`src/rtl/core/fea_ram.sv`:
```
`timescale 1ns / 1ps
// ----------------------------------------------------------------------------
// fea_ram
// Generic memory: one write port, one read port, registered read data.
// ----------------------------------------------------------------------------
module fea_ram #(
  parameter int WIDTH = 8,
  parameter int DEPTH = 16
) (
  input  logic                     clk_i,
  input  logic                     we_i,
  input  logic [$clog2(DEPTH)-1:0] waddr_i,
  input  logic [WIDTH-1:0]         wdata_i,
  input  logic [$clog2(DEPTH)-1:0] raddr_i,
  output logic [WIDTH-1:0]         rdata_o
);

  logic [WIDTH-1:0] mem_q [DEPTH];
  logic [WIDTH-1:0] rdata_q;

  always_ff @(posedge clk_i) begin
    if (we_i) begin
      mem_q[waddr_i] <= wdata_i;
    end
    rdata_q <= mem_q[raddr_i];
  end

  assign rdata_o = rdata_q;

endmodule

```
`config.mk`:
```
export PLATFORM = sky130hd
export DESIGN_NAME = fea_ram
export DESIGN_NICKNAME = d
export VERILOG_FILES = /design/src/rtl/core/fea_ram.sv
export SDC_FILE = /design/constraint.sdc
export NUM_CORES = 1
export LEC_CHECK = 0
export BUFFER_PORTS_ARGS = -buffer_cell sky130_fd_sc_hd__buf_4
export CAP_MARGIN = 30
export CORE_ASPECT_RATIO = 1.75
export CORE_MARGIN = 3
export CORE_UTILIZATION = 30
export CTS_CLUSTER_SIZE = 8
export DETAILED_ROUTE_END_ITERATION = 8
export PLACE_DENSITY_LB_ADDON = 0.25
export SYNTH_ARGS = -nofsm -noshare
export SYNTH_HDL_FRONTEND = slang
export SYNTH_SLANG_ARGS = --single-unit
```
`constraint.sdc`:
```
create_clock -name clk_i -period 5.35 [get_ports clk_i]
set_clock_uncertainty 0.1 [all_clocks]
set_input_delay 1.3375 -clock clk_i [delete_from_list [all_inputs] [get_ports clk_i]]
set_output_delay 1.3375 -clock clk_i [all_outputs]
set_load 0.01 [all_outputs]
```
# [After elaboration in Yosys (flattened, before gate mapping)]
# Memory sizes are Yosys's and may differ from the RTL's. A register that Yosys moved wholly into a read port is not among the register bits.
# Index checks and enable logic that the tools add are counted.
[op_classes] muxes=2
[ops] cell="2-to-1 mux 1 bit" count=2
[word_totals] ff_bits=0 ramBits=128 in_bits=18 out_inout_bits=8 word_cells=3 memories=1
[mem_list] memory="mem_q" depth=16 word_bits=8 read_ports=1 rd_ports_with_merged_regs=1 write_ports=1 line_no="18" text="logic [WIDTH-1:0] mem_q [DEPTH];"

# [Longest topological paths before layout]
# Gate-level depths: netlist of the first run.
[logic_depth] depth_word=2 mapped_depth=5 mapped_depth_nobuf=3

# [Worst setup path before layout of the first run]
# No wires, ideal clock.
[synth_path] path_type="input port to flip-flop" from="input port waddr_i[2]" to="memory mem_q[0][0], enable pin" setup_ns=0.383 arrival_ns=2.447 required_ns=4.867 slack_ns=2.420 stages=2 path_buffers=0 cell_sequence="or3b_2 > nor3_1"
[synth_rtl] element="start, declared" line_no="12" text="input logic [$clog2(DEPTH)-1:0] waddr_i,"
[synth_rtl] element="end, declared" line_no="18"
# Straight into the memory's write port.

# [Final worst setup path of the first run]
[layout_path] from="input port waddr_i[2]" to="memory mem_q[3][1], enable pin"
# Straight into the memory's write port.

==> results.txt, run 1 <==
----------------------------------------------------
[Run status]
  Result of the run ... finished, final reports clean

[Clock tree]
  Clock insertion delay at the later pin of the skew report ... 400 ps
  Number of hold-repair buffers added at the cts stage ... 0
  Post-CTS setup buffer count ... 0
  Number of resized instances in the post-cts repair step ... 0
  Clock-pin slew reported for the worst setup and hold paths after clock tree synthesis ... 50 ps
  CTS Sinks ... 136
  Cell chosen for the clock root ... sky130_fd_sc_hd__clkbuf_16
  TritonCTS clock tree ... yes
  Maximum level of the CTS H-tree ... 4
  Maximum clock insertion buffer count ... 2
  Total clock buffers created by CTS ... 17

[Timing]
  Final WS setup ... 2640 ps
  Max-slew headroom ... 37.6%
  RSZ-0062 raised after global routing ... no
  Share of the cycle needed by the critical path after routing ... 50.6%
  Slew @ Worst Pin ... 933 ps
  Final worst path period need ... 2710 ps
  Final Hold Vio Count ... 0
  Sum of negative setup slack ... 0 ps
  Pins over their slew limit ... 0
  Final setup vio count ... 0
  Hold WS ... 570 ps
  Max Clk Rate ... 370 MHz

[Final layout]
  Finished layout cell area ... 6120 um2
  Layout overhead on the synthesized area ... 18.8%
  Antenna fix cells ... 0
  Number of fill cells ... 1585
  Sequential standard cell area ... 4000 um2
  Layout Nets ... 288
  Final core utilization ... 36.8%
  Share of cells above drive strength 1 ... 28.7%
  Fin cells ... 506
  Multi-input gate area in the final layout ... 1060 um2

[Floorplan]
  Core footprint ... 16600 um2
  Floorplan row count ... 62
  Effective utilization at floorplan ... 31.0%
  Horizontal die dimension ... 105 um
  Vert. Die Dim ... 179 um
  Number of placed I/O pins ... 26
  Die outline area ... 18800 um2

[Worst setup path]
  Highest net fanout along the worst path ... 8
  Critical path data arrival time ... 2630 ps
  Required time at the worst-slack endpoint ... 5280 ps
  Type of destination of the critical path ... flop
  Kind of start point of the critical path ... primary input
  Critical path class ... primary input to flop

[Synth]
  Yosys warning count ... 0
  Average cell area after synthesis ... 22.5 um2
  Number of flip-flops and latches in the synthesized netlist ... 136
  Cell area after synthesis ... 5150 um2
  Gate Count Post-Synth ... 229
  Distinct cell type count after synthesis ... 19
  Synthesized Nets ... 247
  Sequential cell area fraction in the yosys report ... 77.8%

[Global routing]
  Remaining global-route overflow ... 0
  Antenna violations before repair ... 0
  Via count of the first global-routing pass ... 2619
  First-pass GRT wire length ... 16000 um
  Pin count of the biggest net entering global routing ... 33
  Overall fraction of global-route tracks in use ... 12.0%

[Power and ir drop]
  Static leakage power ... 2.00 nW
  Power per cell area ... 387 nW/um2
  Final total power ... 2.37 mW
  Worst-case vdd ir drop ... 0.192 mV

[Job]
  Maxcap violations ... 0

[Placed design]
  Post-Place Setup Slack ... 2150 ps
  Routability congestion estimate ... 0.694
  Total cell area at the placement stage ... 5580 um2
  Port buffer count ... 25
  Half-perimeter wire length after placement ... 7060 um
  Instance count after placement with tap cells included ... 475

[Detailed routing]
  Number of nets still failing antenna checks after routing ... 0
  Count of TritonRoute iterations in the first routing pass ... 4
  Detailed Route WL ... 10600 um
  First-iteration detailed-routing DRC count ... 165
  Wirelength per Cell ... 21.0 um
  Average vias per placed instance ... 4.72
  Via total after detailed routing ... 2386
  DRC viols ... 0

[Hold path]
  Class of the worst hold path ... flop to flop

----------------------------------------------------
==> Yosys cell counts <==
cell type | count | area share, %
sky130_fd_sc_hd__nor2b_1 | 1 | 0.12
sky130_fd_sc_hd__nor3_1 | 4 | 0.39
sky130_fd_sc_hd__and2_1 | 1 | 0.12
sky130_fd_sc_hd__buf_4 | 1 | 0.15
sky130_fd_sc_hd__buf_6 | 3 | 0.66
sky130_fd_sc_hd__or3b_2 | 1 | 0.17
sky130_fd_sc_hd__a22oi_1 | 16 | 2.3
sky130_fd_sc_hd__clkdlybuf4s25_2 | 3 | 0.58
sky130_fd_sc_hd__nand2_1 | 9 | 0.66
sky130_fd_sc_hd__nor2_1 | 13 | 0.95
sky130_fd_sc_hd__nand3_1 | 1 | 0.097
sky130_fd_sc_hd__dfxtp_1 | 8 | 3.1
sky130_fd_sc_hd__nand3b_1 | 2 | 0.29
sky130_fd_sc_hd__nand2b_1 | 2 | 0.24
sky130_fd_sc_hd__mux4_1 | 14 | 7.1
sky130_fd_sc_hd__edfxtp_1 | 128 | 75
sky130_fd_sc_hd__buf_2 | 3 | 0.29
sky130_fd_sc_hd__and2b_1 | 1 | 0.15
sky130_fd_sc_hd__mux4_2 | 18 | 7.9
==> layout by cell type, fill, tap and decap left out, types with 2 or more instances in the layout <==
cell                         count
sky130_fd_sc_hd__a22oi_1        16
sky130_fd_sc_hd__clkinvlp_4      7
sky130_fd_sc_hd__nor3_1          4
sky130_fd_sc_hd__clkinv_2        5
sky130_fd_sc_hd__nand2b_1        2
sky130_fd_sc_hd__edfxtp_1      128
sky130_fd_sc_hd__buf_4          31
sky130_fd_sc_hd__mux4_1         14
sky130_fd_sc_hd__nor2_1         13
sky130_fd_sc_hd__mux4_2         18
sky130_fd_sc_hd__clkbuf_16      17
sky130_fd_sc_hd__nand3b_1        2
sky130_fd_sc_hd__nand2_1         9
sky130_fd_sc_hd__dfxtp_1         8
==> cell families (layout without fill, tap and decap cells) <==
| group | Yosys count | count (layout) | share of synthesized area, % |
|---|---|---|---|
| AOI/OAI and AO/OA | 16 | 16 | 2.33 |
| buffers and inverters | 10 | 63 | 1.68 |
| DFF | 136 | 136 | 77.8 |
| muxes | 32 | 32 | 15.0 |
| and+or+nand+nor | 35 | 35 | 3.18 |
==> registers in the layout, summed over array words and instances, names as in the netlist <==
register,count
mem_q,128
rdata_o,8
==> path summary, 6_finish.rpt <==
check	start	endpoint	slack (ps)	depth (start not counted)
worst max-delay path	waddr_i[2]	mem_q[3][1]$_DFFE_PP_	2640	3
worst min register to register	mem_q[14][1]$_DFFE_PP_	rdata_o[1]$_DFF_P_	570	3
worst max register to register	mem_q[5][2]$_DFFE_PP_	rdata_o[2]$_DFF_P_	3900	3
worst min-delay path	mem_q[14][1]$_DFFE_PP_	rdata_o[1]$_DFF_P_	570	3
==> critical path: stages <==
cell and delay (ps):
sky130_fd_sc_hd__buf_4 120, sky130_fd_sc_hd__or3b_2 510, sky130_fd_sc_hd__nor2_1 660
==> power breakdown <==
part | switching, mW | total, mW | internal (mW) | leakage [nW]
sequential | 0.00646 | 1.20 | 1.19 | 1.22
combinational | 0.0651 | 0.116 | 0.0506 | 0.528
clock | 0.427 | 1.06 | 0.628 | 0.246
total | 0.498 | 2.37 | 1.87 | 2.00
==> layout make-up <==
cell class,instances,share of cell area (%)
Clock buffer,17,6.96
Multi-Input combinational cell,83,17.3
Clock inverter,14,1.82
Tap cell,224,4.58
Timing Repair Buffer,32,3.89
Sequential cell,136,65.5
==> layer usage <==
| layer | GRT usage [%] | routed length (um) | up-vias | share of wire (%) |
|---|---|---|---|---|
| met5 | 0 | 0 | - | 0 |
| met4 | 5.47 | 220 | 0 | 2.1 |
| met3 | 3.14 | 446 | 15 | 4.2 |
| met2 | 21.8 | 6090 | 75 | 57 |
| met1 | 13.0 | 3850 | 1243 | 36 |
| li1 | - | - | 1053 | - |
Power figures use the tool's default switching activity.
==> run 2, diff against run 1 <==
==> constraint.sdc (replaced) <==
create_clock -name clk_i -period 2.3 [get_ports clk_i]
set_clock_uncertainty 0.1 [all_clocks]
set_input_delay 0.575 -clock clk_i [delete_from_list [all_inputs] [get_ports clk_i]]
set_output_delay 0.575 -clock clk_i [all_outputs]
set_load 0.01 [all_outputs]
==> run 2 against run 1 <==
Compared with the run above: worst hold slack got worse by 200 ps; sequential share of layout area fell by 2.0 points; first-iteration DRC count fell by 21%; design area rose by 3.1%; critical endpoint is now rdata_o[4]$_DFF_P_; largest power group unchanged; highest routed layer unchanged.
==> results.txt, run 2 (synthesis results as in run 1) <==
----------------------------------------------------
[Worst setup path]
  Biggest cell delay along the critical path ... 560 ps
  Kind of start point of the critical path ... primary input
  Type of destination of the critical path ... flop
  Cell depth of the worst flop-to-flop path ... 3
  Slowest CP cell ... sky130_fd_sc_hd__mux4_1
  Reg-to-Reg Start ... mem_q[5][2]$_DFFE_PP_
  Highest net fanout along the worst path ... 11
  Critical path class ... primary input to flop
  Critical-path cell list ... buf_4 -> buf_12 -> mux4_1 -> a22oi_1 -> nand2_1
  Required time at the worst-slack endpoint ... 2490 ps
  Critical path launch point ... raddr_i[0]
  Critical path data arrival time ... 1860 ps
  Register-to-register setup slack ... 870 ps
  Worst flop-to-flop path endpoint ... rdata_o[2]$_DFF_P_

[Timing]
  Final Hold Vio Count ... 0
  Max-slew headroom ... 69.4%
  Pins over their slew limit ... 0
  Max Clk Rate ... 596 MHz
  RSZ-0062 raised after global routing ... no
  Final worst path period need ... 1680 ps
  Sum of negative setup slack ... 0 ps
  Final setup vio count ... 0
  Share of the cycle needed by the critical path after routing ... 73.0%
  Slew @ Worst Pin ... 458 ps

[Detailed routing]
  Count of TritonRoute iterations in the first routing pass ... 4
  Number of nets still failing antenna checks after routing ... 0
  Total length of routed met3 wires ... 320 um
  Wire length on met2 ... 6180 um
  Wirelength per Cell ... 20.6 um
  Via total after detailed routing ... 2411
  Detailed Route WL ... 10800 um
  First-iteration detailed-routing DRC count ... 131
  DRC viols ... 0
  Average vias per placed instance ... 4.61
  Metal1 wirelength ... 4170 um
  Highest signal layer in the routed design ... met4

[Final layout]
  Share of cells above drive strength 1 ... 32.1%
  Layout overhead on the synthesized area ... 22.5%
  Max FFs per register ... 128
  Fin cells ... 523
  Layout Nets ... 304
  Most common cell after layout, fill and taps aside ... sky130_fd_sc_hd__edfxtp_1
  Register ranked first by flip-flop count ... mem_q
  Highest-count cells in the layout ignoring fill and taps ... sky130_fd_sc_hd__edfxtp_1 (128), sky130_fd_sc_hd__buf_4 (46), sky130_fd_sc_hd__mux4_2 (18)
  Antenna fix cells ... 0

[Hold path]
  Class of the worst hold path ... primary input to flop
  Instance count along the most critical hold path ... 1
  Beginning of the worst hold path ... wdata_i[7]
  Hold endpoint ... mem_q[14][7]$_DFFE_PP_

[Floorplan]
  Number of placed I/O pins ... 26
  Floorplan row count ... 62
  Die outline area ... 18800 um2
  Vert. Die Dim ... 179 um
  Effective utilization at floorplan ... 31.0%
  Horizontal die dimension ... 105 um
  Core footprint ... 16600 um2

[Global routing]
  Overall fraction of global-route tracks in use ... 12.2%
  Via count of the first global-routing pass ... 2557
  Antenna violations before repair ... 0
  First-pass GRT wire length ... 16100 um
  Pin count of the biggest net entering global routing ... 33
  Remaining global-route overflow ... 0

[Clock tree]
  Number of hold-repair buffers added at the cts stage ... 0
  Maximum level of the CTS H-tree ... 4
  Number of resized instances in the post-cts repair step ... 0
  Clock insertion delay at the later pin of the skew report ... 410 ps
  TritonCTS clock tree ... yes
  Maximum clock insertion buffer count ... 2
  Total clock buffers created by CTS ... 17
  Clock-pin slew reported for the worst setup and hold paths after clock tree synthesis ... 60 ps
  CTS Sinks ... 136
  Post-CTS setup buffer count ... 0
  Cell chosen for the clock root ... sky130_fd_sc_hd__clkbuf_16

[Run status]
  Result of the run ... finished, final reports clean

[Power and ir drop]
  Static leakage power ... 2.12 nW
  Power per cell area ... 901 nW/um2
  Final total power ... 5.68 mW
  Worst-case vdd ir drop ... 0.439 mV

[Placed design]
  Port buffer count ... 25
  Routability congestion estimate ... 0.791
  Half-perimeter wire length after placement ... 7300 um
  Instance count after placement with tap cells included ... 491

[Job]
  Maxcap violations ... 0

----------------------------------------------------
[run 2: cell count changes in the layout (fill, tap and decap cells not counted)]
cell                         change
sky130_fd_sc_hd__clkinv_4        +4
sky130_fd_sc_hd__clkinvlp_4      -5
sky130_fd_sc_hd__clkinv_1        +1
sky130_fd_sc_hd__clkinv_2        -4
sky130_fd_sc_hd__buf_2           -1
sky130_fd_sc_hd__clkbuf_1        +1
sky130_fd_sc_hd__inv_6           +3
sky130_fd_sc_hd__buf_12          +2
sky130_fd_sc_hd__buf_4          +15
sky130_fd_sc_hd__bufinv_16       +1
[run 2: worst max-delay path by stage]
stage                                  endpoint
after detailed placement     rdata_o[5]$_DFF_P_
after CTS                    rdata_o[5]$_DFF_P_
after global routing         rdata_o[5]$_DFF_P_
after floorplan           mem_q[0][0]$_DFFE_PP_
final                        rdata_o[4]$_DFF_P_
after global placement       rdata_o[4]$_DFF_P_
[run 2: final cells by class]
class                   count  area, um2
multi-input cells          83       1060
repair buffers             48        385
fillers                  1542      10300
well taps                 224        280
clock buffers              18        429
clock inverters            14        149
flip-flops and latches    136       4000
[run 2: worst max-delay path: cells and delay by family]
family | cells | cell delay [ps]
buffers and inverters | 2 | 400
AOI/OAI and AO/OA | 1 | 240
and+or+nand+nor | 1 | 80
muxes | 1 | 560
[run 2: stage by stage]
step	setup slack, ps	area (um2)	util (%)	hold WS [ps]
2_1_floorplan	132	5150	-	529
3_3_place_gp	190	5730	34.5	553
3_5_place_dp	175	5730	34.5	571
4_1_cts	611	6300	38.0	361
5_1_grt	565	6300	38.0	370
6_report	622	6300	38.0	372
[run 2: where the power goes]
group	switching, mW	internal [mW]
logic	0.153	0.131
clock network	1.01	1.60
registers	0.0177	2.77
total	1.18	4.50
[run 2: metal layers]
metal / vias up / GRT usage, %
met4: 0 / 5.75
met5: - / 0
met2: 54 / 22.6
li1: 1091 / -
met3: 7 / 2.85
met1: 1259 / 12.9
